<file path="src/hw/rtl/knntk_pkg.sv">
// shared types and constants for the k-nearest-neighbor distance list
`default_nettype none

package knntk_pkg;

  // configuration register map
  localparam int unsigned KCFG_W     = 5;
  localparam logic [KCFG_W-1:0] K_RESET = 5'd5;
  localparam int unsigned REG_IDX_W  = 1;
  localparam logic [REG_IDX_W-1:0] REG_K_IN_USE = 1'b0;
  localparam int unsigned APB_DATA_W = 32;
  localparam int unsigned APB_ADDR_W = 3;

  // report format
  localparam int unsigned RANK_W = 4;
  localparam int unsigned LABEL_W = 8;

  // flags travelling with an item through the distance pipeline
  typedef struct packed {
    logic vld;
    logic last_attr;
    logic last_ref;
  } item_flags_t;

  // events from the distance pipeline to the list
  typedef struct packed {
    logic ins;   // candidate distance ready for insertion
    logic done;  // last reference of the query has passed
  } dist_ev_t;

  // per-cycle command to every cell of the list
  typedef struct packed {
    logic ins;   // compare-and-shift insertion
    logic emit;  // shift toward rank 0 for reporting
    logic clr;   // drop all entries
  } cell_ctl_t;

endpackage

`default_nettype wire

</file>
<file path="src/hw/rtl/knn_top_k_distance_list.sv">
// top level of the k-nearest-neighbor squared distance list
`default_nettype none

// Streams one query/reference attribute pair per cycle, while in_ready_o is
// high, through a pipeline (difference, square, saturating sum, list
// insertion). The list is a row of K_MAX cells that inserts a finished
// reference distance by compare-and-shift. An item with last_ref set closes
// the query: from its acceptance in_ready_o stays low until all k results
// have been moved into the output register, one per cycle that out_ready_i
// allows. Slot state is held in flip-flops with reset-cleared valid bits, so
// no clearing pass is needed after reset. k_in_use sits at byte address 0 of
// the APB port.

module knn_top_k_distance_list import knntk_pkg::*; #(
  parameter int unsigned K_MAX      = 16,
  parameter int unsigned ATTR_WIDTH = 16,
  parameter int unsigned DIST_WIDTH = 48
) (
  input  wire logic                  clk_i,
  input  wire logic                  rst_ni,
  // apb configuration port
  input  wire logic                  psel,
  input  wire logic                  penable,
  input  wire logic                  pwrite,
  input  wire logic [APB_ADDR_W-1:0] paddr,
  input  wire logic [APB_DATA_W-1:0] pwdata,
  output logic      [APB_DATA_W-1:0] prdata,
  output logic                       pready,
  // input channel
  input  wire logic                  in_valid_i,
  output logic                       in_ready_o,
  input  wire logic [ATTR_WIDTH-1:0] query_attr_i,
  input  wire logic [ATTR_WIDTH-1:0] ref_attr_i,
  input  wire logic [LABEL_W-1:0]    ref_label_i,
  input  wire logic                  last_attr_i,
  input  wire logic                  last_ref_i,
  // output channel
  output logic                       out_valid_o,
  input  wire logic                  out_ready_i,
  output logic      [RANK_W-1:0]     rank_o,
  output logic      [DIST_WIDTH-1:0] neighbour_dist_o,
  output logic      [LABEL_W-1:0]    neighbour_label_o,
  output logic                       slot_filled_o,
  output logic                       last_of_run_o
);

  localparam int unsigned KW = $clog2(K_MAX + 1);
  localparam int unsigned CW = (KW > KCFG_W) ? KW : KCFG_W;

  // configuration register
  logic [KCFG_W-1:0] k_q;
  logic              cfg_wr;

  assign pready = 1'b1;
  assign cfg_wr = psel && penable && pwrite && (paddr[APB_ADDR_W-1] == REG_K_IN_USE);
  assign prdata = (paddr[APB_ADDR_W-1] == REG_K_IN_USE) ? APB_DATA_W'(k_q) : '0;

  always_ff @(posedge clk_i or negedge rst_ni) begin
    if (!rst_ni) begin
      k_q <= K_RESET;
    end else if (cfg_wr) begin
      k_q <= pwdata[KCFG_W-1:0];
    end
  end

  // effective k, clamped to 1..K_MAX
  logic [CW-1:0] k_ext, k_act;
  assign k_ext = CW'(k_q);
  always_comb begin
    if (k_ext == '0) begin
      k_act = CW'(1);
    end else if (k_ext > CW'(K_MAX)) begin
      k_act = CW'(K_MAX);
    end else begin
      k_act = k_ext;
    end
  end

  // input acceptance
  logic in_fire;
  logic busy_q;
  assign in_ready_o = !busy_q;
  assign in_fire    = in_valid_i && in_ready_o;

  // distance pipeline
  dist_ev_t              ev;
  logic [DIST_WIDTH-1:0] ins_dist;
  logic [LABEL_W-1:0]    ins_label;

  knntk_dist #(
    .ATTR_WIDTH (ATTR_WIDTH),
    .DIST_WIDTH (DIST_WIDTH)
  ) u_dist (
    .clk_i        (clk_i),
    .rst_ni       (rst_ni),
    .fire_i       (in_fire),
    .query_attr_i (query_attr_i),
    .ref_attr_i   (ref_attr_i),
    .ref_label_i  (ref_label_i),
    .last_attr_i  (last_attr_i),
    .last_ref_i   (last_ref_i),
    .ev_o         (ev),
    .ins_dist_o   (ins_dist),
    .ins_label_o  (ins_label)
  );

  // report sequencing
  logic          emitting_q;
  logic [CW-1:0] emit_cnt_q;
  logic          emit_step, last_step;
  logic          out_valid_q;
  cell_ctl_t     ctl;

  assign emit_step = emitting_q && (!out_valid_q || out_ready_i);
  assign last_step = (emit_cnt_q == (k_act - CW'(1)));
  assign ctl.ins   = ev.ins;
  assign ctl.emit  = emit_step;
  assign ctl.clr   = emit_step && last_step;

  // cell row
  logic [DIST_WIDTH-1:0] c_dist  [K_MAX];
  logic [LABEL_W-1:0]    c_label [K_MAX];
  logic                  c_valid [K_MAX];
  logic                  sfx     [K_MAX+1];

  assign sfx[K_MAX] = 1'b1;

  for (genvar i = 0; i < K_MAX; i++) begin : g_cell
    logic [DIST_WIDTH-1:0] l_dist, r_dist;
    logic [LABEL_W-1:0]    l_label, r_label;
    logic                  l_valid, r_valid, l_sfx;

    if (i == 0) begin : g_first
      assign l_dist  = '1;
      assign l_label = '0;
      assign l_valid = 1'b0;
      assign l_sfx   = 1'b0;
    end else begin : g_mid
      assign l_dist  = c_dist[i-1];
      assign l_label = c_label[i-1];
      assign l_valid = c_valid[i-1];
      assign l_sfx   = sfx[i-1];
    end

    if (i == K_MAX - 1) begin : g_last
      assign r_dist  = '1;
      assign r_label = '0;
      assign r_valid = 1'b0;
    end else begin : g_inner
      assign r_dist  = c_dist[i+1];
      assign r_label = c_label[i+1];
      assign r_valid = c_valid[i+1];
    end

    knntk_cell #(
      .DIST_WIDTH (DIST_WIDTH)
    ) u_cell (
      .clk_i         (clk_i),
      .rst_ni        (rst_ni),
      .ctl_i         (ctl),
      .in_range_i    (CW'(i) < k_act),
      .new_dist_i    (ins_dist),
      .new_label_i   (ins_label),
      .left_dist_i   (l_dist),
      .left_label_i  (l_label),
      .left_valid_i  (l_valid),
      .right_dist_i  (r_dist),
      .right_label_i (r_label),
      .right_valid_i (r_valid),
      .sfx_i         (sfx[i+1]),
      .sfx_left_i    (l_sfx),
      .sfx_o         (sfx[i]),
      .dist_o        (c_dist[i]),
      .label_o       (c_label[i]),
      .valid_o       (c_valid[i])
    );
  end

  // control state
  always_ff @(posedge clk_i or negedge rst_ni) begin
    if (!rst_ni) begin
      busy_q      <= 1'b0;
      emitting_q  <= 1'b0;
      emit_cnt_q  <= '0;
      out_valid_q <= 1'b0;
    end else begin
      if (in_fire && last_ref_i) begin
        busy_q <= 1'b1;
      end else if (emit_step && last_step) begin
        busy_q <= 1'b0;
      end

      if (ev.done) begin
        emitting_q <= 1'b1;
        emit_cnt_q <= '0;
      end else if (emit_step) begin
        emitting_q <= !last_step;
        emit_cnt_q <= last_step ? '0 : emit_cnt_q + CW'(1);
      end

      if (emit_step) begin
        out_valid_q <= 1'b1;
      end else if (out_ready_i) begin
        out_valid_q <= 1'b0;
      end
    end
  end

  // output register, loaded from the head cell
  always_ff @(posedge clk_i) begin
    if (emit_step) begin
      rank_o            <= emit_cnt_q[RANK_W-1:0];
      neighbour_dist_o  <= c_valid[0] ? c_dist[0] : '1;
      neighbour_label_o <= c_valid[0] ? c_label[0] : '0;
      slot_filled_o     <= c_valid[0];
      last_of_run_o     <= last_step;
    end
  end

  assign out_valid_o = out_valid_q;

endmodule

`default_nettype wire

</file>
<file path="src/hw/rtl/knntk_dist.sv">
// squared euclidean distance pipeline: difference, square, saturating sum
`default_nettype none

module knntk_dist import knntk_pkg::*; #(
  parameter int unsigned ATTR_WIDTH = 16,
  parameter int unsigned DIST_WIDTH = 48
) (
  input  wire logic                  clk_i,
  input  wire logic                  rst_ni,
  input  wire logic                  fire_i,
  input  wire logic [ATTR_WIDTH-1:0] query_attr_i,
  input  wire logic [ATTR_WIDTH-1:0] ref_attr_i,
  input  wire logic [LABEL_W-1:0]    ref_label_i,
  input  wire logic                  last_attr_i,
  input  wire logic                  last_ref_i,
  output dist_ev_t                   ev_o,
  output logic      [DIST_WIDTH-1:0] ins_dist_o,
  output logic      [LABEL_W-1:0]    ins_label_o
);

  localparam int unsigned SQ_W  = 2 * ATTR_WIDTH;
  localparam int unsigned SUM_W = ((SQ_W > DIST_WIDTH) ? SQ_W : DIST_WIDTH) + 1;
  localparam logic [SUM_W-1:0] DMAX = {{(SUM_W-DIST_WIDTH){1'b0}}, {DIST_WIDTH{1'b1}}};

  // stage 1: absolute difference
  logic [ATTR_WIDTH:0]   diff;
  logic [ATTR_WIDTH:0]   mag_full;
  logic [ATTR_WIDTH-1:0] mag_d, mag_q;
  logic [LABEL_W-1:0]    lbl1_q, lbl2_q;
  item_flags_t           f1_d, f1_q, f2_q;

  assign diff     = {query_attr_i[ATTR_WIDTH-1], query_attr_i}
                  - {ref_attr_i[ATTR_WIDTH-1], ref_attr_i};
  assign mag_full = diff[ATTR_WIDTH] ? (~diff + 1'b1) : diff;
  assign mag_d    = mag_full[ATTR_WIDTH-1:0];
  assign f1_d     = '{vld: fire_i, last_attr: last_attr_i, last_ref: last_ref_i};

  // stage 2: square
  logic [SQ_W-1:0] sq_d, sq_q;
  assign sq_d = SQ_W'(mag_q) * SQ_W'(mag_q);

  // stage 3: saturating accumulate
  logic [SUM_W-1:0]      sum;
  logic [DIST_WIDTH-1:0] sat;
  logic [DIST_WIDTH-1:0] acc_d, acc_q;
  dist_ev_t              ev_d, ev_q;

  assign sum = SUM_W'(acc_q) + SUM_W'(sq_q);
  assign sat = (sum > DMAX) ? {DIST_WIDTH{1'b1}} : sum[DIST_WIDTH-1:0];

  always_comb begin
    acc_d = acc_q;
    if (f2_q.vld) begin
      acc_d = (f2_q.last_attr || f2_q.last_ref) ? '0 : sat;
    end
    ev_d.ins  = f2_q.vld && f2_q.last_attr && (sat != '0);
    ev_d.done = f2_q.vld && f2_q.last_ref;
  end

  // control and accumulator state
  always_ff @(posedge clk_i or negedge rst_ni) begin
    if (!rst_ni) begin
      f1_q  <= '0;
      f2_q  <= '0;
      ev_q  <= '0;
      acc_q <= '0;
    end else begin
      f1_q  <= f1_d;
      f2_q  <= f1_q;
      ev_q  <= ev_d;
      acc_q <= acc_d;
    end
  end

  // payload stages
  always_ff @(posedge clk_i) begin
    mag_q       <= mag_d;
    lbl1_q      <= ref_label_i;
    sq_q        <= sq_d;
    lbl2_q      <= lbl1_q;
    ins_dist_o  <= sat;
    ins_label_o <= lbl2_q;
  end

  assign ev_o = ev_q;

endmodule

`default_nettype wire

</file>
<file path="src/hw/rtl/knntk_cell.sv">
// one slot of the sorted neighbor list with compare-and-shift logic
`default_nettype none

module knntk_cell import knntk_pkg::*; #(
  parameter int unsigned DIST_WIDTH = 48
) (
  input  wire logic                  clk_i,
  input  wire logic                  rst_ni,
  input  wire cell_ctl_t             ctl_i,
  input  wire logic                  in_range_i,
  input  wire logic [DIST_WIDTH-1:0] new_dist_i,
  input  wire logic [LABEL_W-1:0]    new_label_i,
  input  wire logic [DIST_WIDTH-1:0] left_dist_i,
  input  wire logic [LABEL_W-1:0]    left_label_i,
  input  wire logic                  left_valid_i,
  input  wire logic [DIST_WIDTH-1:0] right_dist_i,
  input  wire logic [LABEL_W-1:0]    right_label_i,
  input  wire logic                  right_valid_i,
  input  wire logic                  sfx_i,
  input  wire logic                  sfx_left_i,
  output logic                       sfx_o,
  output logic      [DIST_WIDTH-1:0] dist_o,
  output logic      [LABEL_W-1:0]    label_o,
  output logic                       valid_o
);

  logic [DIST_WIDTH-1:0] dist_d, dist_q;
  logic [LABEL_W-1:0]    label_d, label_q;
  logic                  valid_d, valid_q;
  logic                  goes_before;

  // new entry ranks ahead of this slot (empty slots always lose)
  assign goes_before = !valid_q || (new_dist_i < dist_q);
  // every in-range slot from here upward gives way
  assign sfx_o = in_range_i ? (goes_before && sfx_i) : 1'b1;

  // next slot contents
  always_comb begin
    dist_d  = dist_q;
    label_d = label_q;
    valid_d = valid_q;
    priority if (ctl_i.clr) begin
      valid_d = 1'b0;
    end else if (ctl_i.emit) begin
      dist_d  = right_dist_i;
      label_d = right_label_i;
      valid_d = right_valid_i;
    end else if (ctl_i.ins && in_range_i && sfx_o) begin
      if (sfx_left_i) begin
        dist_d  = left_dist_i;
        label_d = left_label_i;
        valid_d = left_valid_i;
      end else begin
        dist_d  = new_dist_i;
        label_d = new_label_i;
        valid_d = 1'b1;
      end
    end
  end

  always_ff @(posedge clk_i or negedge rst_ni) begin
    if (!rst_ni) begin
      valid_q <= 1'b0;
    end else begin
      valid_q <= valid_d;
    end
  end

  always_ff @(posedge clk_i) begin
    dist_q  <= dist_d;
    label_q <= label_d;
  end

  assign dist_o  = dist_q;
  assign label_o = label_q;
  assign valid_o = valid_q;

endmodule

`default_nettype wire

</file>
<file path="config.mk">
export PLATFORM = sky130hd
export DESIGN_NAME = knn_top_k_distance_list
export DESIGN_NICKNAME = d
export VERILOG_FILES = /design/src/hw/rtl/knntk_pkg.sv /design/src/hw/rtl/knn_top_k_distance_list.sv /design/src/hw/rtl/knntk_dist.sv /design/src/hw/rtl/knntk_cell.sv
export SDC_FILE = /design/constraint.sdc
export NUM_CORES = 2
export LEC_CHECK = 0
export BUFFER_PORTS_ARGS = -buffer_cell sky130_fd_sc_hd__buf_2
export CORE_UTILIZATION = 49
export DETAILED_ROUTE_END_ITERATION = 16
export SYNTH_ARGS = -nofsm -noshare
export SYNTH_HDL_FRONTEND = slang
export SYNTH_SLANG_ARGS = --single-unit
</file>
<file path="constraint.sdc">
create_clock -name clk_i -period 9.1 [get_ports clk_i]
set_input_delay 0.455 -clock clk_i [delete_from_list [all_inputs] [get_ports clk_i]]
set_output_delay 0.455 -clock clk_i [all_outputs]
set_load 0.005 [all_outputs]
</file>
Word level (Yosys, flattened, before mapping)
Index checks and enable logic that the tools add are counted.

storage, ports and cells
  register bits = 1163
  input bits = 84
  output and inout port bits = 97
  word-level logic and storage cells = 450

cells by class
  add/subtract/negate cells = 5
  $mul = 1
  magnitude comparators = 34
  equality and inequality tests = 1
  muxes and demuxes = 186
  bitwise gates (word level) = 3
  reductions and logical operators = 147

operators with widths
  kind                                                       count
  two-way mux 48 bit                                         48
  less-than comparator 48 bit                                16
  two-way mux 8 bit                                          46
  two-way mux 1 bit                                          85
  logical AND 1 bit                                          57
  adder 48 x 32 -> 49 bit                                    1
  > comparator 49 x 48 -> 1 bit, second input constant       1
  nonzero test 3 bit                                         16
  nonzero test 48 bit                                        1
  less-than comparator 4 x 5 -> 1 bit, first input constant  8
  nonzero test 2 bit                                         19
  multiplier 16 x 16 -> 32 bit                               1
  AND reduction 2 bit                                        16
  two-way mux 5 bit                                          6
  less-than comparator 3 x 5 -> 1 bit, first input constant  4
  logical NOT 1 bit                                          19
  logical OR 1 bit                                           18
  subtractor 16 x 16 -> 17 bit                               1
  adder 16 x 1 -> 16 bit, second input constant              1
  two-way mux 16 bit                                         1
  NOT 16 bit                                                 1
  less-than comparator 1 x 5 -> 1 bit, first input constant  2
  less-than comparator 2 x 5 -> 1 bit, first input constant  2
  adder 5 x 1 -> 5 bit, second input constant                1
  5 further kinds                                            6

Depth between registers and ports, before layout
  word-level depth = 39
  gate-level depth with buffers = 28
  depth with buffers taken out = 27

Modules after synthesis
Synthesis repeated with hierarchy kept, for this count alone.

second synthesis, totals
  cells, all modules = 8742
  area, all modules = 84705.0 µm²

by module, submodules not included
  module                   instances  cells each  area each (µm²)  seq. area each (µm²)
  knntk_cell               16         427         4117.7           1706.6
  knntk_dist               1          1648        15364.7          3783.6
  knn_top_k_distance_list  1          262         3457.1           2189.6

Worst setup path before layout
No wires, ideal clock.

  kind = reg-to-reg
  from = reg u_dist.ins_dist_o[11]
  to = reg g_cell[0].u_cell.dist_q[0], enable pin
  library setup time = 0.547 ns
  data arrival time = 7.643 ns
  required time = 8.553 ns
  slack = 0.910 ns
  stages on the path, launching flop included = 17
  buffers on the path = 3
  period minus slack after synthesis = 8.190 ns
  path through = dfxtp_1 ha_1 a21oi_1 o21ai_1 a2111oi_0 o21ai_1 a221o_1 a31o_2 o41a_1 buf_2 o21ai_4 a21o_1 a32o_1 clkbuf_1 buf_4 nand2_1 o21ai_0

on the way
  word-level cells in the longest chain between the ends = 36
  elaborated cells between the ends (all ways) = 66
  those cells by class = order compare (16); mux (16); reduce/logical (34)

RTL lines
  what                                    line              RTL
  start, declared                         knntk_dist.sv:17  output logic [DIST_WIDTH-1:0] ins_dist_o,
  start signal, assigned                  knntk_dist.sv:81  ins_dist_o <= sat;
  less-than comparator 48 bit             knntk_cell.sv:33  assign goes_before = !valid_q || (new_dist_i < dist_q);
  logical OR 1 bit                        knntk_cell.sv:33
  two-way mux 1 bit                       knntk_cell.sv:35  assign sfx_o = in_range_i ? (goes_before && sfx_i) : 1'b1;
  logical AND 1 bit                       knntk_cell.sv:35
  two-way mux 1 bit                       knntk_cell.sv:35
  logical AND 1 bit                       knntk_cell.sv:35
  two-way mux 1 bit                       knntk_cell.sv:35
  logical AND 1 bit                       knntk_cell.sv:35
  [20 not listed]                         n/a
  two-way mux 1 bit                       knntk_cell.sv:35
  logical AND 1 bit                       knntk_cell.sv:35
  two-way mux 1 bit                       knntk_cell.sv:35
  logical AND 1 bit *                     knntk_cell.sv:35
  two-way mux 1 bit *                     knntk_cell.sv:35
  logical AND 1 bit *                     knntk_cell.sv:48  end else if (ctl_i.ins && in_range_i && sfx_o) begin
  nonzero test 2 bit (no source line) *   n/a
  AND reduction 2 bit (no source line) *  n/a
  end signal, assigned                    knntk_cell.sv:70  dist_q <= dist_d;
  end, declared                           knntk_cell.sv:27  logic [DIST_WIDTH-1:0] dist_d, dist_q;

Every way passes the cells marked *; elsewhere a longest branch is shown, timed or not.
A chain may end at the register's enable or synchronous reset.

Worst setup path after layout
  from = reg u_dist.mag_q[5]
  to = reg u_dist.sq_q[31]

on the way
  word-level cells in the longest chain between the ends = 1

RTL lines
  what                          line              RTL
  start, declared               knntk_dist.sv:28  logic [ATTR_WIDTH-1:0] mag_d, mag_q;
  start signal, assigned        knntk_dist.sv:77  mag_q <= mag_d;
  multiplier 16 x 16 -> 32 bit  knntk_dist.sv:40  assign sq_d = SQ_W'(mag_q) * SQ_W'(mag_q);
  named net u_dist.sq_d[31]     knntk_dist.sv:39  logic [SQ_W-1:0] sq_d, sq_q;
  end signal, assigned          knntk_dist.sv:79  sq_q <= sq_d;
  end, declared                 knntk_dist.sv:39

The timed path passes the listed nets, and every way through them passes these cells.

==> results list <==
* Run status: finished clean
* Wire length of the first global-routing pass: 359,000 microns
* Critical Setup Path Class: reg2reg
* Cell depth of the worst hold path: 4
* Cell area after technology mapping: 81,900 sq um
- For met3 alone, demand over resource in global routing was 5.41%.
- Unrepaired setup endpoints after global routing: false
- Footprint of the multi-input gates: 42,900 sq um
- Along the worst path, the maximum fanout reaches 18.
- Summed over all layers, the routed wires come to 234,000 microns.
- Number of fill cells: 14.8k
* Number of buffers on the longest clock path: 3
- In this run the horizontal extent of the chip is 411 microns.
* Number of setup violations in the final report: 0
* Share of synthesized flip-flops with an asynchronous set or reset: 7.31%
- DRT Pass-1 Iters: 8
- Derived from the worst setup path, the maximum achievable clock frequency is 0.140 GHz.
* DRC violation count after routing: 0
- In the final timing run, aggregate negative setup slack is 0 ns.
* Via count of the first global-routing pass: 61.2k
* Final worst-path cycle share: 78.5%
- Worst Max-Slew Pin Slew: 1.23 ns
* Die area: 169,000 sq um
- Global routing met2 resource utilization: 42.5%
- DPL Wire Length: 171,000 microns
- The number of cells on the worst reg-to-reg path is 23.
* Count of buffers inserted at the top-level ports: 123
- After clock tree synthesis, the clock-pin slew on the worst setup and hold paths is 0.06 ns.
- Average routed wire per standard cell: 21.7 microns
* Number of H-tree branching levels: 4
- Vias: 62.9k
* Register area share after synthesis: 40.7%
- Critical path endpoint category: flip-flop
- STA puts the critical path data arrival time at 7.81 ns.
- Startpoint kind of the worst setup timing path: flip-flop
* Detail Route Antenna Nets: 0
* Top cells by area, synth: edfxtp_1 (35%), ha_1 (14%), mux2i_1 (6.5%)
* Area taken by flip-flops and latches: 33,300 sq um
* Warnings from Yosys: 0
* Gate count after technology mapping: 8,487
- Dividing the detail-routed via count by the number of cells gives 5.85.
* Number of pins exceeding their max-slew limit in the final report: 0
- The setup check on the worst reg-to-reg path leaves a slack of 1.96 ns.
- TritonCTS built the clock tree.
- The smallest clock period supported by the final layout is computed as 7.14 ns.
- Number of violations of the max-capacitance limit: 0
- The biggest area contributor in the post-synthesis netlist is edfxtp_1.
- In this run, the number of DRC markers left after iteration 0 of detailed routing was 5,601.
- Type of the worst min-delay path: in2reg
* Die Span Y: 411 microns
- Core region area: 165,000 sq um
- After global routing the overflow that remains totals 0.
- The global routing stage identified its most utilized layer as met2.
- The path with the worst hold slack has its endpoint at u_dist.mag_q[0].
- Share of post-route cells with drive strength above 1: 6.30%
- Effective utilization at floorplan: 49.5%
* Layout Area Growth over Synthesis: 8.86%
- Fraction of post-synthesis cell area in the top cell type by area: 35.1%
- The clock net in this run drives a total of 1,162 sinks.
* Count of nets after finishing: 9,609
- In this run the mean area of a mapped cell was 9.65 sq um.
- Clock latency on the worst-skew pair, taken at its later pin, is 0.80 ns.
- CTS placed an instance of clkbuf_16 at the clock tree root.
- Layout Skew: 0.0284 ns
- In this run the critical register-to-register path is launched from u_dist.mag_q[5].
- In this run, distinct cell masters in the synthesized netlist total 90.
* Post CTS Setup Buffer Count: 0
* Number of synthesized flops with an enable pin: 958
- Relative slew margins: 17.9%
- Capture instance of the worst register-to-register path: u_dist.sq_q[31]
- For this run, the total global-route usage over all layers was measured as 27.3%.
- Clock tree synthesis inserted a total of 141 buffers.
* Met1 Track Usage GR: 38.1%
- Flip-flop cell with the highest count after synthesis: edfxtp_1
- Count of standard-cell rows: 149
* Count of state elements after synthesis: 1,162
* Global placer's final weighted congestion: 0.918
- Hold Vio Cnt, Final: 0
* Antenna violations before repair: 3
* IO Pins: 181
- Hold path start: query_attr_i[0]
- Largest net degree at the start of global routing: 267
* Data required time at the worst endpoint: 9.77 ns
[worst max path at each step]
stage                                startpoint                          to  slack [ns]
after floorplan           u_dist.ins_dist_o[11]  g_cell[0].u_cell.dist_o[0]        0.91
after global placement          u_dist.mag_q[4]             u_dist.sq_q[31]        1.98
after detailed placement        u_dist.mag_q[4]             u_dist.sq_q[31]        1.93
after CTS                       u_dist.mag_q[4]             u_dist.sq_q[31]        1.87
after global routing            u_dist.mag_q[4]             u_dist.sq_q[31]        1.54
final                           u_dist.mag_q[5]             u_dist.sq_q[31]        1.96
[cells in the final DEF (no fill, tap or decap), types with 113 or more instances in the layout]
master        n
a21o_1      142
a21oi_1     388
buf_2       122
buf_4       116
clkbuf_16   146
dfxtp_1     119
edfxtp_1    958
fa_1        165
ha_1        903
inv_1      1047
mux2i_1     529
nand2_1    1094
nand3_1     265
nand4_1     113
nor2_1      265
o21ai_0     762
o221ai_1    144
[cell type report]
cell class / count / share of cell area [%]
multi-input cells: 5836 / 48.2
inverters: 1049 / 4.43
clock buffers: 199 / 4.41
clock inverters: 59 / 0.468
repair buffers: 267 / 2.10
diodes: 2 / 0.00562
flip-flops and latches: 1162 / 37.3
well taps: 2189 / 3.07
[registers in the layout, indices dropped and copies added (netlist names), 2 cells and up]
signal                 count
u_dist.ev_o                2
g_cell.u_cell.valid_o     16
k_ext                      5
g_cell.u_cell.dist_o     768
g_cell.u_cell.label_o    128
neighbour_label_o          8
u_dist.acc_q              48
u_dist.lbl1_q              8
u_dist.mag_q              16
emit_cnt_q                 5
u_dist.f2_q                3
u_dist.ins_dist_o         48
neighbour_dist_o          48
u_dist.f1_q                3
rank_o                     4
u_dist.ins_label_o         8
u_dist.lbl2_q              8
u_dist.sq_q               31
[cells by family (layout without fill, tap and decap cells)]
| logic type | count (synthesis) | after routing | synth area share [%] |
|---|---|---|---|
| other | 2 | 30 | 0.00917 |
| AND/OR/NAND/NOR | 2120 | 2120 | 11.6 |
| XOR/XNOR | 100 | 100 | 1.07 |
| adder cells (fa/ha/maj) | 1068 | 1068 | 17.8 |
| buffers and inverters | 1515 | 1574 | 7.36 |
| multiplexers | 538 | 538 | 6.59 |
| AO/OA/AOI/OAI | 1982 | 1982 | 14.9 |
| flip-flops | 1162 | 1162 | 40.7 |
[per-layer routing]
metal | part of all wire [%] | wire [microns]
met1 | 45 | 105000
met2 | 44 | 104000
met3 | 7.8 | 18300
met4 | 3.2 | 7400
met5 | 0 | 0
[Yosys cell counts, types with 43 or more instances]
master and n:
dfxtp_1 119, buf_4 46, clkbuf_1 323, nor2b_1 59, ha_1 903, inv_1 1048
nand2_1 1097, mux2i_1 529, nand3_1 265, a21o_1 143, fa_1 165, a21oi_1 390
o221ai_1 144, edfxtp_1 958, o21ai_1 72, o211ai_1 105, nor2_1 275, nor3_1 62
and2_1 83, a211oi_1 43, nand4_1 113, xnor2_1 72, o21a_1 53, dfrtp_1 83
o21ai_0 765, buf_2 49
[worst max-delay path: stages (launching register included)]
cell and delay, ns:
dfxtp_1 0.81, nand2_1 0.24, fa_1 0.57, inv_1 0.06, fa_1 0.50, inv_1 0.06
fa_1 0.47, inv_1 0.05, fa_1 0.53, inv_1 0.05, fa_1 0.53, inv_1 0.05
fa_1 0.47, ha_1 0.37, o21a_1 0.21, o21a_1 0.17, o21ai_0 0.23, o31a_1 0.25
a21oi_1 0.12, a41o_1 0.29, o211a_1 0.23, o21a_1 0.18, o21a_1 0.20, a311o_1 0.36
[through the flow]
stage	setup slack (ns)	util, %	cell area [sq um]	hold slack, ns	std cells
2_1_floorplan	0.910	-	82000	0.159	8513
3_3_place_gp	1.98	51.1	84600	0.311	10500
3_5_place_dp	1.93	51.1	84600	0.312	10500
4_1_cts	1.87	53.9	89100	0.0231	10800
5_1_grt	1.54	53.9	89100	0.0936	10800
6_report	1.96	53.9	89100	0.0772	10800
[repair_timing]
item,CTS,global route
endpoints found under the hold margin,52,0
gates resized for setup,0,0
hold buffers,19,0
Power is left out: the tool's default activity adds up to more than one toggle a clock period on the data nets, which glitch-free logic cannot reach.
